## config.mk

```make
export PLATFORM = sky130hd
export DESIGN_NAME = char_lcd_scrolling_console_core
export DESIGN_NICKNAME = d
export VERILOG_FILES = /design/src/hw/rtl/clsc_pkg.sv /design/src/hw/rtl/char_lcd_scrolling_console_core.sv
export SDC_FILE = /design/constraint.sdc
export NUM_CORES = 1
export LEC_CHECK = 0
export BUFFER_PORTS_ARGS = -buffer_cell sky130_fd_sc_hd__clkbuf_2
export CAP_MARGIN = 20
export CORE_MARGIN = 5
export CORE_UTILIZATION = 60
export CTS_BUF_LIST = sky130_fd_sc_hd__clkbuf_16
export DETAILED_ROUTE_END_ITERATION = 6
export PLACE_DENSITY = 0.77
export SLEW_MARGIN = 20
export SYNTH_ARGS = -nofsm -noshare
export SYNTH_HDL_FRONTEND = slang
export SYNTH_SLANG_ARGS = --single-unit
```

## constraint.sdc

```tcl
create_clock -name aclk -period 4.1 [get_ports aclk]
set_input_delay 1.23 -clock aclk [delete_from_list [all_inputs] [get_ports aclk]]
set_output_delay 1.23 -clock aclk [all_outputs]
set_load 0.02 [all_outputs]
```

## src/hw/rtl/clsc_pkg.sv

```systemverilog
// Package: geometry, character codes and sequencer states of the LCD scrolling console.
`timescale 1ns / 1ps

package clsc_pkg;

    // Display geometry
    localparam int ROWS   = 2;
    localparam int COLS   = 16;
    localparam int DEPTH  = ROWS * COLS;
    localparam int ADDR_W = (DEPTH > 1) ? $clog2(DEPTH) : 1;
    localparam int COL_W  = $clog2(COLS + 1);
    localparam int ROW_W  = (ROWS > 1) ? $clog2(ROWS) : 1;

    // Character and controller codes
    localparam logic [7:0] NEWLINE_CHAR = 8'h0A;
    localparam logic [7:0] SPACE_CHAR   = 8'h20;
    localparam logic [7:0] CMD_SET_ADDR = 8'h80;
    localparam logic [7:0] LINE_OFFSET  = 8'h40;
    localparam logic [7:0] BOTTOM_CMD   = 8'(CMD_SET_ADDR + LINE_OFFSET * 8'(ROWS - 1));

    // Bus write register select
    localparam logic RS_CMD  = 1'b0;
    localparam logic RS_DATA = 1'b1;

    typedef enum logic [2:0] {
        ST_IDLE,
        ST_CMD,
        ST_DATA,
        ST_FINAL,
        ST_CHAR
    } clsc_state_t;

endpackage

```

## src/hw/rtl/char_lcd_scrolling_console_core.sv

```systemverilog
// Top level: character LCD scrolling console, line store plus write sequencer.
// Latency: an accepted character first moves the state register, then its first bus word is registered on m_*.
// Ordinary character: 1 word. Newline: ROWS*(COLS+1)+1 words (35); wrapping character: 36.
// Throughput: one word per cycle while the output register is free (m_valid low or m_ready high).
// m_ready low stalls the shared address counter and the sequencer.
// s_ready returns in the same cycle that the last word appears in the output register.
// Reset (aresetn low, synchronous): line store all spaces, column 0, newest row 0, idle.
`timescale 1ns / 1ps

module char_lcd_scrolling_console_core (
    input  logic       aclk,
    input  logic       aresetn,
    input  logic       s_valid,
    output logic       s_ready,
    input  logic [7:0] s_char_in,
    output logic       m_valid,
    input  logic       m_ready,
    output logic       m_reg_sel,
    output logic [7:0] m_bus_byte,
    output logic       m_last
);
    import clsc_pkg::*;

    clsc_state_t state_reg, state_next;

    logic [7:0]        store_reg [DEPTH];
    logic [COL_W-1:0]  column_reg;
    logic [ROW_W-1:0]  newest_reg;
    logic [ROW_W-1:0]  line_reg;
    logic [COL_W-1:0]  cnt_reg;
    logic [ADDR_W-1:0] addr_reg;
    logic [7:0]        char_reg;
    logic              pend_reg;

    logic              m_valid_reg, m_reg_sel_reg, m_last_reg;
    logic [7:0]        m_bus_byte_reg;

    logic              accept, out_free, scroll_req;
    logic [ROW_W-1:0]  newest_adv, oldest_adv;
    logic [ADDR_W-1:0] start_addr, addr_inc;
    logic              last_line, last_col;

    logic              emit, emit_sel, emit_last;
    logic [7:0]        emit_byte;
    logic              st_we;
    logic [ADDR_W-1:0] st_addr;
    logic [7:0]        st_data;

    assign s_ready  = (state_reg == ST_IDLE);
    assign accept   = s_valid && s_ready;
    assign out_free = !m_valid_reg || m_ready;

    // Scroll decision and ring arithmetic
    assign scroll_req = (s_char_in == NEWLINE_CHAR) || (column_reg >= COL_W'(COLS));
    assign newest_adv = (newest_reg == ROW_W'(ROWS - 1)) ? '0 : newest_reg + 1'b1;
    assign oldest_adv = (newest_adv == ROW_W'(ROWS - 1)) ? '0 : newest_adv + 1'b1;
    assign start_addr = ADDR_W'(oldest_adv) * ADDR_W'(COLS);
    assign addr_inc   = (addr_reg == ADDR_W'(DEPTH - 1)) ? '0 : addr_reg + 1'b1;
    assign last_line  = (line_reg == ROW_W'(ROWS - 1));
    assign last_col   = (cnt_reg == COL_W'(COLS - 1));

    // Next state
    always_comb begin
        state_next = state_reg;
        unique case (state_reg)
            ST_IDLE: begin
                if (accept) begin
                    state_next = scroll_req ? ST_CMD : ST_CHAR;
                end
            end
            ST_CMD: begin
                if (out_free) begin
                    state_next = ST_DATA;
                end
            end
            ST_DATA: begin
                if (out_free && last_col) begin
                    state_next = last_line ? ST_FINAL : ST_CMD;
                end
            end
            ST_FINAL: begin
                if (out_free) begin
                    state_next = pend_reg ? ST_CHAR : ST_IDLE;
                end
            end
            ST_CHAR: begin
                if (out_free) begin
                    state_next = ST_IDLE;
                end
            end
            default: state_next = ST_IDLE;
        endcase
    end

    // Word generation and store write port
    always_comb begin
        emit      = 1'b0;
        emit_sel  = RS_CMD;
        emit_byte = CMD_SET_ADDR;
        emit_last = 1'b0;
        st_we     = 1'b0;
        st_addr   = addr_reg;
        st_data   = SPACE_CHAR;
        unique case (state_reg)
            ST_IDLE: begin
            end
            ST_CMD: begin
                emit      = out_free;
                emit_byte = 8'(CMD_SET_ADDR + LINE_OFFSET * 8'(line_reg));
            end
            ST_DATA: begin
                // the newest line is blanked as it is redrawn
                emit      = out_free;
                emit_sel  = RS_DATA;
                emit_byte = last_line ? SPACE_CHAR : store_reg[addr_reg];
                st_we     = out_free && last_line;
            end
            ST_FINAL: begin
                emit      = out_free;
                emit_byte = BOTTOM_CMD;
                emit_last = !pend_reg;
            end
            ST_CHAR: begin
                emit      = out_free;
                emit_sel  = RS_DATA;
                emit_byte = char_reg;
                emit_last = 1'b1;
                st_we     = out_free;
                st_addr   = ADDR_W'(ADDR_W'(newest_reg) * ADDR_W'(COLS)
                            + ADDR_W'(column_reg));
                st_data   = char_reg;
            end
            default: begin
            end
        endcase
    end

    // Sequencer and position registers
    always_ff @(posedge aclk) begin
        if (!aresetn) begin
            state_reg  <= ST_IDLE;
            column_reg <= '0;
            newest_reg <= '0;
            line_reg   <= '0;
            cnt_reg    <= '0;
            addr_reg   <= '0;
            pend_reg   <= 1'b0;
        end else begin
            state_reg <= state_next;
            if (accept) begin
                pend_reg <= (s_char_in != NEWLINE_CHAR);
                if (scroll_req) begin
                    newest_reg <= newest_adv;
                    addr_reg   <= start_addr;
                    line_reg   <= '0;
                    cnt_reg    <= '0;
                end
            end
            if (state_reg == ST_DATA && out_free) begin
                addr_reg <= addr_inc;
                if (last_col) begin
                    cnt_reg  <= '0;
                    line_reg <= line_reg + 1'b1;
                end else begin
                    cnt_reg <= cnt_reg + 1'b1;
                end
            end
            if (state_reg == ST_FINAL && out_free) begin
                column_reg <= '0;
            end
            if (state_reg == ST_CHAR && out_free) begin
                column_reg <= column_reg + 1'b1;
            end
        end
    end

    // Character hold
    always_ff @(posedge aclk) begin
        if (accept) begin
            char_reg <= s_char_in;
        end
    end

    // Line store, reset to spaces
    always_ff @(posedge aclk) begin
        if (!aresetn) begin
            for (int i = 0; i < DEPTH; i++) begin
                store_reg[i] <= SPACE_CHAR;
            end
        end else if (st_we) begin
            store_reg[st_addr] <= st_data;
        end
    end

    // Output word register
    always_ff @(posedge aclk) begin
        if (!aresetn) begin
            m_valid_reg <= 1'b0;
        end else if (emit) begin
            m_valid_reg <= 1'b1;
        end else if (m_ready) begin
            m_valid_reg <= 1'b0;
        end
    end

    always_ff @(posedge aclk) begin
        if (emit) begin
            m_reg_sel_reg  <= emit_sel;
            m_bus_byte_reg <= emit_byte;
            m_last_reg     <= emit_last;
        end
    end

    assign m_valid    = m_valid_reg;
    assign m_reg_sel  = m_reg_sel_reg;
    assign m_bus_byte = m_bus_byte_reg;
    assign m_last     = m_last_reg;

    // Checks
    a_column_bound: assert property (@(posedge aclk) disable iff (!aresetn)
        column_reg <= COL_W'(COLS))
        else $error("column beyond line length");

    a_newest_bound: assert property (@(posedge aclk) disable iff (!aresetn)
        newest_reg <= ROW_W'(ROWS - 1))
        else $error("newest row out of range");

    a_addr_bound: assert property (@(posedge aclk) disable iff (!aresetn)
        (state_reg == ST_DATA) |-> (addr_reg <= ADDR_W'(DEPTH - 1)))
        else $error("redraw address out of range");

    a_busy_after_accept: assert property (@(posedge aclk) disable iff (!aresetn)
        accept |=> !s_ready)
        else $error("ready while a character is in progress");

    a_last_leaves_idle: assert property (@(posedge aclk) disable iff (!aresetn)
        (emit && emit_last) |=> (state_reg == ST_IDLE))
        else $error("final word issued but sequencer not idle");

endmodule

```

=== Word level (Yosys, flattened, before mapping) ===
Memories as Yosys holds them, arrays and structs flattened. A register that Yosys moved wholly into a read port is not among the register bits.
Index checks and enable logic that the tools add are counted.

* Output and inout port bits: 12
* Logic and storage cells: 100
* Input port bits: 12
* Memories kept: 1
* Register bits after elaboration: 40
* RAM bits: 256

* $add $sub $neg: 8
* Equal/unequal tests: 13
* Mux-type cells: 44
* Magnitude comparators: 1
* Reduce and logical (&&, ||, !) cells: 21

{| class="wikitable"
|+ Memory list
! memory !! depth !! width !! read ports !! clocked after memory_dff !! wr ports !! RTL line !! text
|-
| store_reg || 32 || 8 || 1 || 1 || 32 || char_lcd_scrolling_console_core.sv:26 || <nowiki>logic [7:0] store_reg [DEPTH];</nowiki>
|}

{| class="wikitable"
|+ Operators by type and width
! kind !! number
|-
| $mux W5 || 14
|-
| $pmux W8 S4 || 1
|-
| $mux W8 || 3
|-
| $mux W3 || 7
|-
| $add A5 B1 Y5 const B || 3
|-
| $mux W1 || 15
|-
| $pmux W3 S5 || 1
|-
| $add A8 B7 Y8 const A || 1
|-
| $eq A8 B4 Y1 const B || 1
|-
| $ne A2 B2 Y1 const B || 4
|-
| $ne A8 B4 Y1 const B || 1
|-
| $reduce_bool A2 Y1 || 4
|-
| $reduce_or A8 Y1 || 1
|-
| $eq A3 B2 Y1 const B || 2
|-
| $logic_and A1 B1 Y1 || 6
|-
| $add A5 B5 Y5 || 1
|-
| $eq A5 B4 Y1 const B || 1
|-
| $eq A5 B5 Y1 const B || 1
|-
| $ge A5 B5 Y1 const B || 1
|-
| $reduce_and A5 Y1 || 1
|-
| $pmux W1 S2 || 2
|-
| $reduce_and A2 Y1 || 2
|-
| $reduce_or A4 Y1 || 1
|-
| $add A1 B1 Y1 const B || 3
|-
| 8 further kinds || 10
|}

=== Longest topological paths before layout ===
* Depth in word-level cells: 9
* Gate-level depth with buffers: 9
* Mapped depth without buffers: 6

=== Least setup slack after synthesis ===
No wires, ideal clock.

* Kind: input to register
* Start: input aresetn
* End: memory store_reg[15][0] (enable)
* Stages: 7
* Required time: 3.716 ns
* Buffers on the path: 2
* Slack: 0.698 ns
* Arrival: 3.018 ns
* Setup time: 0.384 ns
* Cells stage by stage: clkinv_1 > a2111oi_2 > and2b_1 > nand2b_2 > buf_4 > buf_6 > o21ai_0

{| class="wikitable"
|+ RTL lines
! element !! RTL line !! text
|-
| start, declared || char_lcd_scrolling_console_core.sv:12 || <nowiki>input logic aresetn,</nowiki>
|-
| end, declared || char_lcd_scrolling_console_core.sv:26 ||
|}

==> flow_metrics.py <==
metrics = {
    "outcome": {
        "status": "finished, final reports clean",
    },
    "final_layout": {
        "drive_gt1_share_pct": 17.6,
        "areaGrowthSynthToFinish_pct": 10.8,
        "multi_input_area_um2": 4530,
        "design_area_um2": 15400,
        "fin_nets": 1081,
        "antennaDiodeCount": 0,
        "fillers": 1586,
        "seq_area_um2": 8770,
        "postLayoutCoreUtil_pct": 67.7,
        "largest_register_ff_count": 256,
    },
    "die": {
        "dieArea_um2": 26300,
        "die_height_um": 162,
        "fp.coreArea_um2": 22700,
        "die_x_um": 162,
        "io_pins": 24,
        "initial_core_util_pct": 61.1,
        "rows": 55,
    },
    "global_routing": {
        "antenna_found_initial": 0,
        "first_global_vias": 9207,
        "grt_max_degree": 72,
        "globalRouteOverflowTotal": 0,
        "grt_use_total_pct": 27.0,
        "grt_first_pass_wirelength_mm": 54.7,
    },
    "synthesis": {
        "synth_area_per_cell_um2": 13.1,
        "synth_top_family_by_area": "simple AND/OR/NAND/NOR gates",
        "syn_area_um2": 13900,
        "synth_top_cell_by_area": "edfxtp_1",
        "synth-seq-cells": 301,
        "synthFlopType": "edfxtp_1",
        "synth_xor_area_share_pct": 0.189,
        "synth.most_common_cell": "edfxtp_1",
        "synthAdderAreaFrac_pct": 0.361,
        "synth_nets": 1075,
        "synth-simple-area-share_pct": 15.0,
        "yosys_warnings": 0,
        "synth_top_area_share_pct": 59.3,
        "async_flop_share_pct": 0,
        "synth_edf_count": 274,
        "yosysSeqAreaShare_pct": 63.2,
        "synth-compound-area-share_pct": 6.02,
        "synthTopCellsByCount": "edfxtp_1, nor3_1, clkbuf_1",
        "yosys-mux-area-fraction_pct": 11.0,
        "synth.distinct_cells": 61,
        "synthCells": 1059,
        "synth.area.top_cells": "edfxtp_1, nor3_1, mux4_2, mux2i_1, dfxtp_1",
    },
    "clock_tree": {
        "postCtsSetupBuffers": 0,
        "ctsHoldBuffers": 0,
        "cts_htree_levels": 1,
        "clockRootBuffer": "clkbuf_16",
        "cts_buffer_depth": 3,
        "cts_resized": 0,
        "numCtsBuffers": 31,
        "cts.sinks": 301,
        "cts_tree": "built",
        "clk-insertion-delay-late_ps": 560,
        "cts.clk_slew.worst_paths_ps": 70,
    },
    "placement": {
        "hpwl_mm": 21.5,
        "place_congestion": 0.874,
        "portBuffers": 23,
        "placed_cell_area_um2": 14300,
    },
    "drt": {
        "wl_mm": 35.3,
        "wl_per_cell_um": 25.7,
        "postRouteAntennaNets": 0,
        "first_pass_iters": 6,
        "drc": 0,
        "drt-vias-per-instance": 6.85,
        "drt_iter0_markers": 1181,
        "via_count": 9416,
    },
    "sta": {
        "tightest_slew_ps": 963,
        "fin_skew_ps": 25.0,
        "fin_crit_ps": 3330,
        "timing.fmax_mhz": 301,
        "rsz0062_at_grt": "no",
        "relSlewSlack_pct": 35.6,
        "drv_slew": 0,
        "fin_setup_tns_ps": 0,
        "post-route-period-util_pct": 81.1,
        "finalSetupViolations": 0,
        "hold_slack_ps": 490,
        "finalHoldViolCount": 0,
    },
    "flow_run": {
        "cap_violations": 0,
    },
    "setup_path": {
        "cp_max_fo": 24,
        "cp.arrival_ps": 3490,
        "worstPathRequired_ps": 4260,
        "worstSetupEndpointType": "register",
        "critical_path_class": "register to register",
        "critPathLaunchType": "register",
    },
    "pwr": {
        "vdd_drop_max_mv": 0.337,
        "p_leak_nw": 4.75,
        "powerDensity_nw_per_um2": 429,
    },
    "min_path": {
        "holdCritPathClass": "register to register",
    },
}
==> cells in the final DEF, fill, tap and decap left out, types with 5 or more instances in the layout <==
cell,n
o21ai_1,5
clkbuf_2,23
nand3b_1,10
o21ai_0,41
clkbuf_16,31
nor3_1,235
nor2_1,25
o41ai_1,5
bufinv_16,5
buf_4,65
nand2_1,36
inv_1,5
edfxtp_1,274
clkinv_2,9
dfxtp_1,25
mux2_2,6
nor2b_1,9
mux4_2,35
or4_1,32
a21oi_1,20
clkinv_1,7
a221oi_1,5
nand2b_1,7
nand3_1,8
mux2i_1,67
a22oi_1,13
a22o_1,6
==> area by class of cell <==
class,instances,share of cell area (%)
repair buffers,92,4.41
well taps,285,2.32
clock inverters,26,1.64
clock buffers,31,5.04
multi-input cells,636,29.5
inverters,3,0.0732
flip-flops and latches,301,57.1
==> worst max-delay path, stage by stage (launching register included) <==
cell	delay, ps
dfxtp_1	560
or3b_1	660
o21a_1	330
or2_1	560
o21ai_1	810
==> per-layer routing <==
| layer | vias up | routed length, µm | GRT usage (%) |
|---|---|---|---|
| li1 | 4142 | - | - |
| met1 | 4642 | 14000 | 38.5 |
| met2 | 554 | 16900 | 43.2 |
| met3 | 78 | 3430 | 4.85 |
| met4 | 0 | 971 | 8.07 |
| met5 | - | 0 | 0 |
==> power breakdown <==
part / internal, mW / switching [mW] / total [mW]
clock network: 1.68 / 1.16 / 2.84
registers: 3.43 / 0.0356 / 3.46
logic: 0.0814 / 0.205 / 0.286
total: 5.19 / 1.40 / 6.59
==> worst paths after layout <==
path | startpoint | endpoint | slack [ps] | depth (start not counted)
worst max-delay path | state_reg[2]$_SDFFE_PN0P_ | store_reg[18][3]$_SDFFCE_PN0P_ | 770 | 4
worst min register to register | cnt_reg[0]$_SDFFE_PN0P_ | cnt_reg[0]$_SDFFE_PN0P_ | 490 | 2
worst max register to register | state_reg[2]$_SDFFE_PN0P_ | store_reg[18][3]$_SDFFCE_PN0P_ | 770 | 4
worst min-delay path | cnt_reg[0]$_SDFFE_PN0P_ | cnt_reg[0]$_SDFFE_PN0P_ | 490 | 2
==> kinds of logic after synthesis <==
kind of cell    Yosys count
buf+inv                 122
xor+xnor                  3
fa+ha+maj                 4
simple gates            393
compound gates          128
flops                   301
mux                     108
==> through the flow <==
stage / setup slack (ps) / power [mW] / std cells
2_1_floorplan: 698 / 3.67 / 1059
3_3_place_gp: 301 / 3.79 / 1316
3_5_place_dp: 276 / 3.80 / 1316
4_1_cts: 619 / 6.58 / 1373
5_1_grt: 629 / 6.76 / 1374
6_report: 773 / 6.59 / 1374
Note: power is estimated with default switching activity, not from simulation.
